<file path="src/rtl/tsoa_pkg.sv">
`default_nettype none
package tsoa_pkg;

    localparam int DEPTH  = 64;
    localparam int WORD_W = 32;
    // slot index width
    localparam int IW     = $clog2(DEPTH);
    // stack pointers span -1 .. DEPTH, so two extra bits with sign
    localparam int PW     = IW + 2;

    typedef logic signed [WORD_W-1:0] t_word;
    typedef logic signed [PW-1:0]     t_ptr;
    typedef logic        [IW-1:0]     t_addr;

    localparam t_ptr PTR_DEPTH     = t_ptr'(DEPTH);
    localparam t_ptr PTR_NEG_ONE   = -t_ptr'(1);
    localparam t_ptr PTR_MID_TOP   = t_ptr'(DEPTH / 2);
    localparam t_ptr PTR_MID_BOT   = t_ptr'(DEPTH / 2 + 1);

    localparam logic       OP_PUSH  = 1'b0;
    localparam logic [1:0] SEL_LOW  = 2'd0;
    localparam logic [1:0] SEL_HIGH = 2'd1;

endpackage
`default_nettype wire

</file>
<file path="src/rtl/three_stacks_one_array.sv">
// three_stacks_one_array: three stacks sharing one store of DEPTH words.
// input channel: i_in_valid / o_in_stall carry one word of op, stack_select
// and value; output channel: o_out_valid / i_out_stall carry one result word
// with success, popped_value and the full and empty flags.
// one item is worked at a time; o_in_stall is high from acceptance until the
// result has been written into the output register.
// a plain push or pop goes through check, store access and finish before
// the result is valid; the next word is taken once the sequencer is back
// in idle. a refused push or a pop on an empty stack skips the store access.
// a push that has to shift the middle stack first copies its words one at a
// time through the single store port, each word read, then written.
// the output register lets the next item be accepted while a result waits;
// a finished result waits in its own step while the receiver stalls and the
// output register is still full.
// reset puts all three stacks at empty (low at -1, high at DEPTH, middle at
// DEPTH/2) and clears valid; the store contents are not cleared and no
// clearing pass is needed.
`default_nettype none
module three_stacks_one_array (
    input  wire logic                  i_clk,
    input  wire logic                  i_rst_n,
    input  wire logic                  i_in_valid,
    output logic                       o_in_stall,
    input  wire logic                  i_op,
    input  wire logic [1:0]            i_stack_select,
    input  wire tsoa_pkg::t_word       i_value,
    output logic                       o_out_valid,
    input  wire logic                  i_out_stall,
    output logic                       o_success,
    output tsoa_pkg::t_word            o_popped_value,
    output logic                       o_all_full,
    output logic                       o_low_empty,
    output logic                       o_high_empty,
    output logic                       o_middle_empty
);
    import tsoa_pkg::*;

    localparam logic [2:0] S_IDLE    = 3'd0;
    localparam logic [2:0] S_CHECK   = 3'd1;
    localparam logic [2:0] S_MOVE_RD = 3'd2;
    localparam logic [2:0] S_MOVE_WR = 3'd3;
    localparam logic [2:0] S_PUSH    = 3'd4;
    localparam logic [2:0] S_POP_RD  = 3'd5;
    localparam logic [2:0] S_FINISH  = 3'd6;

    t_word mem [DEPTH];

    logic [2:0] r_state, n_state;
    logic       r_op, n_op;
    logic [1:0] r_sel, n_sel;
    t_word      r_value, n_value;
    t_ptr       r_low_top, n_low_top;
    t_ptr       r_high_top, n_high_top;
    t_ptr       r_mid_top, n_mid_top;
    t_ptr       r_mid_bot, n_mid_bot;
    t_ptr       r_idx, n_idx;
    t_ptr       r_dist, n_dist;
    logic       r_ok, n_ok;
    t_word      r_rd_data;
    logic       r_out_valid, n_out_valid;
    logic       r_o_success;
    t_word      r_o_popped;
    logic       r_o_full, r_o_low_e, r_o_high_e, r_o_mid_e;
    logic       load_out;

    logic       rd_en, wr_en;
    t_addr      rd_addr, wr_addr;
    t_word      wr_data;

    logic       is_full, low_meets_mid, mid_meets_high, mid_nonempty, move_last;
    t_ptr       gap_up, gap_dn, dist_up, dist_dn, wr_ptr;

    assign is_full        = low_meets_mid && mid_meets_high;
    assign low_meets_mid  = (r_low_top + t_ptr'(1)) == r_mid_bot;
    assign mid_meets_high = (r_mid_top + t_ptr'(1)) == r_high_top;
    assign mid_nonempty   = r_mid_top >= r_mid_bot;
    assign gap_up         = r_high_top - r_mid_top - t_ptr'(1);
    assign gap_dn         = r_mid_bot - r_low_top - t_ptr'(1);
    // gaps are never negative here, so the arithmetic shift halves them
    assign dist_up        = (gap_up >>> 1) + t_ptr'(1);
    assign dist_dn        = (gap_dn >>> 1) + t_ptr'(1);
    assign wr_ptr         = r_idx + r_dist;
    // up moves copy top down, down moves copy bottom up
    assign move_last      = r_dist[PW-1] ? (r_idx == r_mid_top) : (r_idx == r_mid_bot);

    assign o_in_stall     = r_state != S_IDLE;
    assign load_out       = (r_state == S_FINISH) && (!r_out_valid || !i_out_stall);

    always_comb begin
        n_state     = r_state;
        n_op        = r_op;
        n_sel       = r_sel;
        n_value     = r_value;
        n_low_top   = r_low_top;
        n_high_top  = r_high_top;
        n_mid_top   = r_mid_top;
        n_mid_bot   = r_mid_bot;
        n_idx       = r_idx;
        n_dist      = r_dist;
        n_ok        = r_ok;
        rd_en       = 1'b0;
        rd_addr     = r_idx[IW-1:0];
        wr_en       = 1'b0;
        wr_addr     = wr_ptr[IW-1:0];
        wr_data     = r_rd_data;
        n_out_valid = r_out_valid && i_out_stall;
        if (load_out) begin
            n_out_valid = 1'b1;
        end

        case (r_state)
            S_IDLE: begin
                if (i_in_valid) begin
                    n_op    = i_op;
                    n_sel   = i_stack_select;
                    n_value = i_value;
                    n_state = S_CHECK;
                end
            end
            S_CHECK: begin
                n_ok = 1'b0;
                if (r_op == OP_PUSH) begin
                    if (is_full) begin
                        n_state = S_FINISH;
                    end else begin
                        n_ok    = 1'b1;
                        n_state = S_PUSH;
                        if (r_sel == SEL_LOW && low_meets_mid) begin
                            n_dist = dist_up;
                            n_idx  = r_mid_top;
                            if (mid_nonempty) begin
                                n_state = S_MOVE_RD;
                            end else begin
                                n_mid_top = r_mid_top + dist_up;
                                n_mid_bot = r_mid_bot + dist_up;
                            end
                        end else if (r_sel != SEL_LOW && mid_meets_high) begin
                            n_dist = -dist_dn;
                            n_idx  = r_mid_bot;
                            if (mid_nonempty) begin
                                n_state = S_MOVE_RD;
                            end else begin
                                n_mid_top = r_mid_top - dist_dn;
                                n_mid_bot = r_mid_bot - dist_dn;
                            end
                        end
                    end
                end else begin
                    n_state = S_FINISH;
                    if (r_sel == SEL_LOW) begin
                        if (r_low_top >= t_ptr'(0)) begin
                            n_ok      = 1'b1;
                            rd_en     = 1'b1;
                            rd_addr   = r_low_top[IW-1:0];
                            n_low_top = r_low_top - t_ptr'(1);
                            n_state   = S_POP_RD;
                        end
                    end else if (r_sel == SEL_HIGH) begin
                        if (r_high_top < PTR_DEPTH) begin
                            n_ok       = 1'b1;
                            rd_en      = 1'b1;
                            rd_addr    = r_high_top[IW-1:0];
                            n_high_top = r_high_top + t_ptr'(1);
                            n_state    = S_POP_RD;
                        end
                    end else begin
                        if (mid_nonempty) begin
                            n_ok      = 1'b1;
                            rd_en     = 1'b1;
                            rd_addr   = r_mid_top[IW-1:0];
                            n_mid_top = r_mid_top - t_ptr'(1);
                            n_state   = S_POP_RD;
                        end
                    end
                end
            end
            S_MOVE_RD: begin
                rd_en   = 1'b1;
                rd_addr = r_idx[IW-1:0];
                n_state = S_MOVE_WR;
            end
            S_MOVE_WR: begin
                wr_en   = 1'b1;
                wr_addr = wr_ptr[IW-1:0];
                wr_data = r_rd_data;
                if (move_last) begin
                    n_mid_top = r_mid_top + r_dist;
                    n_mid_bot = r_mid_bot + r_dist;
                    n_state   = S_PUSH;
                end else begin
                    n_idx   = r_dist[PW-1] ? (r_idx + t_ptr'(1)) : (r_idx - t_ptr'(1));
                    n_state = S_MOVE_RD;
                end
            end
            S_PUSH: begin
                wr_en   = 1'b1;
                wr_data = r_value;
                if (r_sel == SEL_LOW) begin
                    n_low_top = r_low_top + t_ptr'(1);
                    wr_addr   = n_low_top[IW-1:0];
                end else if (r_sel == SEL_HIGH) begin
                    n_high_top = r_high_top - t_ptr'(1);
                    wr_addr    = n_high_top[IW-1:0];
                end else begin
                    n_mid_top = r_mid_top + t_ptr'(1);
                    wr_addr   = n_mid_top[IW-1:0];
                end
                n_state = S_FINISH;
            end
            S_POP_RD: begin
                // read word lands in r_rd_data
                n_state = S_FINISH;
            end
            S_FINISH: begin
                if (load_out) begin
                    n_state = S_IDLE;
                end
            end
            default: begin
                n_state = S_IDLE;
            end
        endcase
    end

    always_ff @(posedge i_clk) begin
        if (rd_en) begin
            r_rd_data <= mem[rd_addr];
        end
        if (wr_en) begin
            mem[wr_addr] <= wr_data;
        end
    end

    always_ff @(posedge i_clk) begin
        if (!i_rst_n) begin
            r_state     <= S_IDLE;
            r_low_top   <= PTR_NEG_ONE;
            r_high_top  <= PTR_DEPTH;
            r_mid_top   <= PTR_MID_TOP;
            r_mid_bot   <= PTR_MID_BOT;
            r_out_valid <= 1'b0;
        end else begin
            r_state     <= n_state;
            r_low_top   <= n_low_top;
            r_high_top  <= n_high_top;
            r_mid_top   <= n_mid_top;
            r_mid_bot   <= n_mid_bot;
            r_out_valid <= n_out_valid;
        end
    end

    always_ff @(posedge i_clk) begin
        r_op    <= n_op;
        r_sel   <= n_sel;
        r_value <= n_value;
        r_idx   <= n_idx;
        r_dist  <= n_dist;
        r_ok    <= n_ok;
        if (load_out) begin
            r_o_success <= r_ok;
            r_o_popped  <= (r_ok && r_op != OP_PUSH) ? r_rd_data : t_word'(0);
            r_o_full    <= is_full;
            r_o_low_e   <= r_low_top == PTR_NEG_ONE;
            r_o_high_e  <= r_high_top == PTR_DEPTH;
            r_o_mid_e   <= !mid_nonempty;
        end
    end

    assign o_out_valid    = r_out_valid;
    assign o_success      = r_o_success;
    assign o_popped_value = r_o_popped;
    assign o_all_full     = r_o_full;
    assign o_low_empty    = r_o_low_e;
    assign o_high_empty   = r_o_high_e;
    assign o_middle_empty = r_o_mid_e;

endmodule
`default_nettype wire

</file>
<file path="config.mk">
export PLATFORM = sky130hd
export DESIGN_NAME = three_stacks_one_array
export DESIGN_NICKNAME = d
export VERILOG_FILES = /design/src/rtl/tsoa_pkg.sv /design/src/rtl/three_stacks_one_array.sv
export SDC_FILE = /design/constraint.sdc
export NUM_CORES = 2
export LEC_CHECK = 0
export ABC_AREA = 1
export BUFFER_PORTS_ARGS = -buffer_cell sky130_fd_sc_hd__buf_4
export CORE_MARGIN = 10
export CORE_UTILIZATION = 39
export DETAILED_ROUTE_END_ITERATION = 10
export PLACE_DENSITY = 0.52
export SLEW_MARGIN = 5
export SYNTH_ARGS = -nofsm -noshare
export SYNTH_HDL_FRONTEND = slang
export SYNTH_SLANG_ARGS = --single-unit
</file>
<file path="constraint.sdc">
create_clock -name i_clk -period 5.95 [get_ports i_clk]
set_input_delay 0.2975 -clock i_clk [delete_from_list [all_inputs] [get_ports i_clk]]
set_output_delay 0.2975 -clock i_clk [all_outputs]
set_load 0.02 [all_outputs]
</file>
==> results.toml <==
[clocking]
cts.sinks = 2205
cts-root-buf = "clkbuf_16"
post_cts_buffers = 0
clockBufferDepth = 3
cts_tree = "built"
clkTransAtPathRegs_ps = 60
clock_latency_ps = 900
post_cts_resize_count = 0
htree_levels = 4
cts_made_buffers = 227

[global_route]
met3_usage = 0.0497
grt_usage = 0.206
grt_overflow = 0
grt_busiest_layer = "met2"
met1_usage = 0.286
antenna_found_initial = 4
use_met2 = 0.322
grt_pass1_vias = 59800
grt_max_degree = 174
grt_pass1_wl_mm = 408

[routing]
first_iter_violations = 6311
drt-vias-per-instance = 5.30
wl_mm = 278
vias = 62800
antenna_left = 0
drcViolationCount = 0
wire_per_inst_um = 23.5
first_pass_iters = 5

[placed_design]
port_buffers = 77
hpwl_mm = 161
gp_congestion = 0.865

[synthesis]
syn_nets = 8470
synth_most_common_cell = "edfxtp_1"
netlist_instances = 8367
synth_area_leaders = "edfxtp_1 (69%), nand2_1 (8.3%), nand3_1 (5.6%), inv_1 (3.5%), o211ai_1 (2.7%)"
ys_seq_elements = 2205
yosys.area.top_type = "edfxtp_1"
synth_async_sr_flop_share = 0
synth.avg_cell_area_um2 = 11.3
synth_edf_count = 2169
synth_flop_cell = "edfxtp_1"
yosys_warnings = 0
synthTopCellsByCount = "edfxtp_1 (2169), nand2_1 (2089), nand3_1 (1063)"
yosys.area.top_type_share = 0.690
ys_seq_area_frac = 0.698
syn_area_um2 = 94400
yosysUniqueCellTypes = 60

[timing]
setup-violations-final = 0
rsz0062_at_grt = "no"
final-max-slew-violation-count = 0
fmax_ghz = 0.188
worstMarginPinSlew_ps = 1220
relSlewSlack = 0.184
hold-worst-slack_ps = 139
hold_viol = 0
min_period_ps = 5310
final.setup.tns_ps = 0
finalClockSkew_ps = 62.9
period_share = 0.892

[worst_setup_path]
slowest_delay_ps = 530
crit_slowest_cell = "inv_8"
worstPathRequired_ps = 6670
worstSetupPathType = "flop to flop"
cp_common_cell = "nand2_1"
end_kind = "flop"
crit_fanout = 51
cp.arrival_ps = 6030
path_buf_inv = 4
cp_top_family = "simple AND/OR/NAND/NOR gates"
start_kind = "flop"

[floorplan]
core_area_um2 = 241000
fp.dieArea_um2 = 262000
row_count = 180
die_w_um = 512
initial_core_util = 0.392
dieHeight_um = 512
ios = 78

[layout]
fillers = 22000
nets = 8570
layout-drive-gt1-share = 0.0917
syn_to_final_growth_pct = 14.0
multi_input_area_um2 = 23800
regArea_um2 = 65900

[pwr]
ir_drop_uv = 407
p_leak_nw = 40.7
cellPowerDensity_nw_per_um2 = 488

[outcome]
status = "complete, no violations"

[worst_hold_path]
holdCritPathClass = "primary input to flop"

[flow_run]
drv_cap = 0
==> worst paths after layout <==
kind	start	endpoint	slack, ps	cells past startpoint
max	r_mid_bot[1]	r_rd_data[5]	640	26
min	i_value[29]	r_value[29]	140	2
max reg2reg	r_mid_bot[1]	r_rd_data[5]	640	26
min reg2reg	r_ok	o_success	480	0
==> state kept, by name (all words and copies together), names as in the netlist <==
name and count:
mem 2048, o_popped_value 32, r_rd_data 32, r_value 32, r_dist 8, r_high_top 8
r_idx 8, r_low_top 8, r_mid_bot 8, r_mid_top 8, r_state 3, r_sel 2
o_all_full 1, o_high_empty 1, o_low_empty 1, o_middle_empty 1, o_out_valid 1, o_success 1
r_ok 1, r_op 1
==> kinds of logic (layout without fill, tap and decap cells) <==
| logic type | count (synthesis) | in the layout | share of synthesized area |
|---|---|---|---|
| AO/OA/AOI/OAI | 1230 | 1230 | 0.0756 |
| XOR/XNOR | 44 | 44 | 0.00424 |
| adder cells (fa/ha/maj) | 64 | 64 | 0.00896 |
| buffers and inverters | 1386 | 1679 | 0.0595 |
| flip-flops | 2205 | 2205 | 0.698 |
| other | 0 | 3 | 0 |
| AND/OR/NAND/NOR | 3438 | 3438 | 0.154 |
==> per-stage QoR <==
step	utilization	std cells	power, mW	setup WS [ps]	instance area, µm²
floorplan	-	8367	31.5	1340	94400
global placement	0.415	11400	38.4	672	99900
detailed placement	0.415	11400	38.6	761	99900
CTS	0.447	11800	52.7	759	108000
global route	0.447	11800	55.1	121	108000
finish	0.447	11800	52.5	642	108000
==> layout make-up <==
cell class,instances,share of cell area
diodes,3,0.0000697
clock buffers,284,0.0552
well taps,3185,0.0370
repair buffers,351,0.0297
flip-flops and latches,2205,0.612
inverters,906,0.0319
clock inverters,138,0.0128
multi-input cells,4776,0.221
==> repair_timing <==
item                                   CTS  global route
hold buffers                            39             0
endpoints found under the hold margin   79             0
setup endpoints to repair                0             0
==> layout by cell type, fill, tap and decap left out, types with 5 or more instances in the layout <==
cell type      instances
o211ai_1             335
a21oi_1              340
nor3_1                 8
dfxtp_1               36
nor2_1               143
clkbuf_1              54
clkinvlp_4             5
nand2_1             2089
clkinv_2              39
inv_1                883
bufinv_16             21
inv_6                  6
inv_2                 15
o21ai_4               34
edfxtp_1            2169
ha_1                  58
nand2_2                7
o21bai_1               7
nand3_1             1063
o21ai_1              136
clkinv_1              62
dlygate4sd3_1         39
nand3_2                9
or2_2                  5
nor2_4                73
nand4_1               20
xor2_1                31
clkinv_16              7
buf_12                37
o21ai_0              334
a31oi_1               11
xnor2_1               11
fa_1                   6
clkbuf_16            229
buf_4                275
==> power by group <==
part / switching [mW] / leakage, nW / internal, mW
clock network: 6.11 / 3.56 / 7.99
logic: 13.3 / 17.3 / 4.15
registers: 0.398 / 19.9 / 20.6
total: 19.8 / 40.7 / 32.7
==> routing by layer <==
| metal | up-vias | routed length (µm) |
|---|---|---|
| met1 | 31000 | 122000 |
| met5 | - | 7 |
| met4 | 2 | 7320 |
| li1 | 29300 | - |
| met2 | 2042 | 126000 |
| met3 | 424 | 22800 |
(Power assumes the default switching activity.)
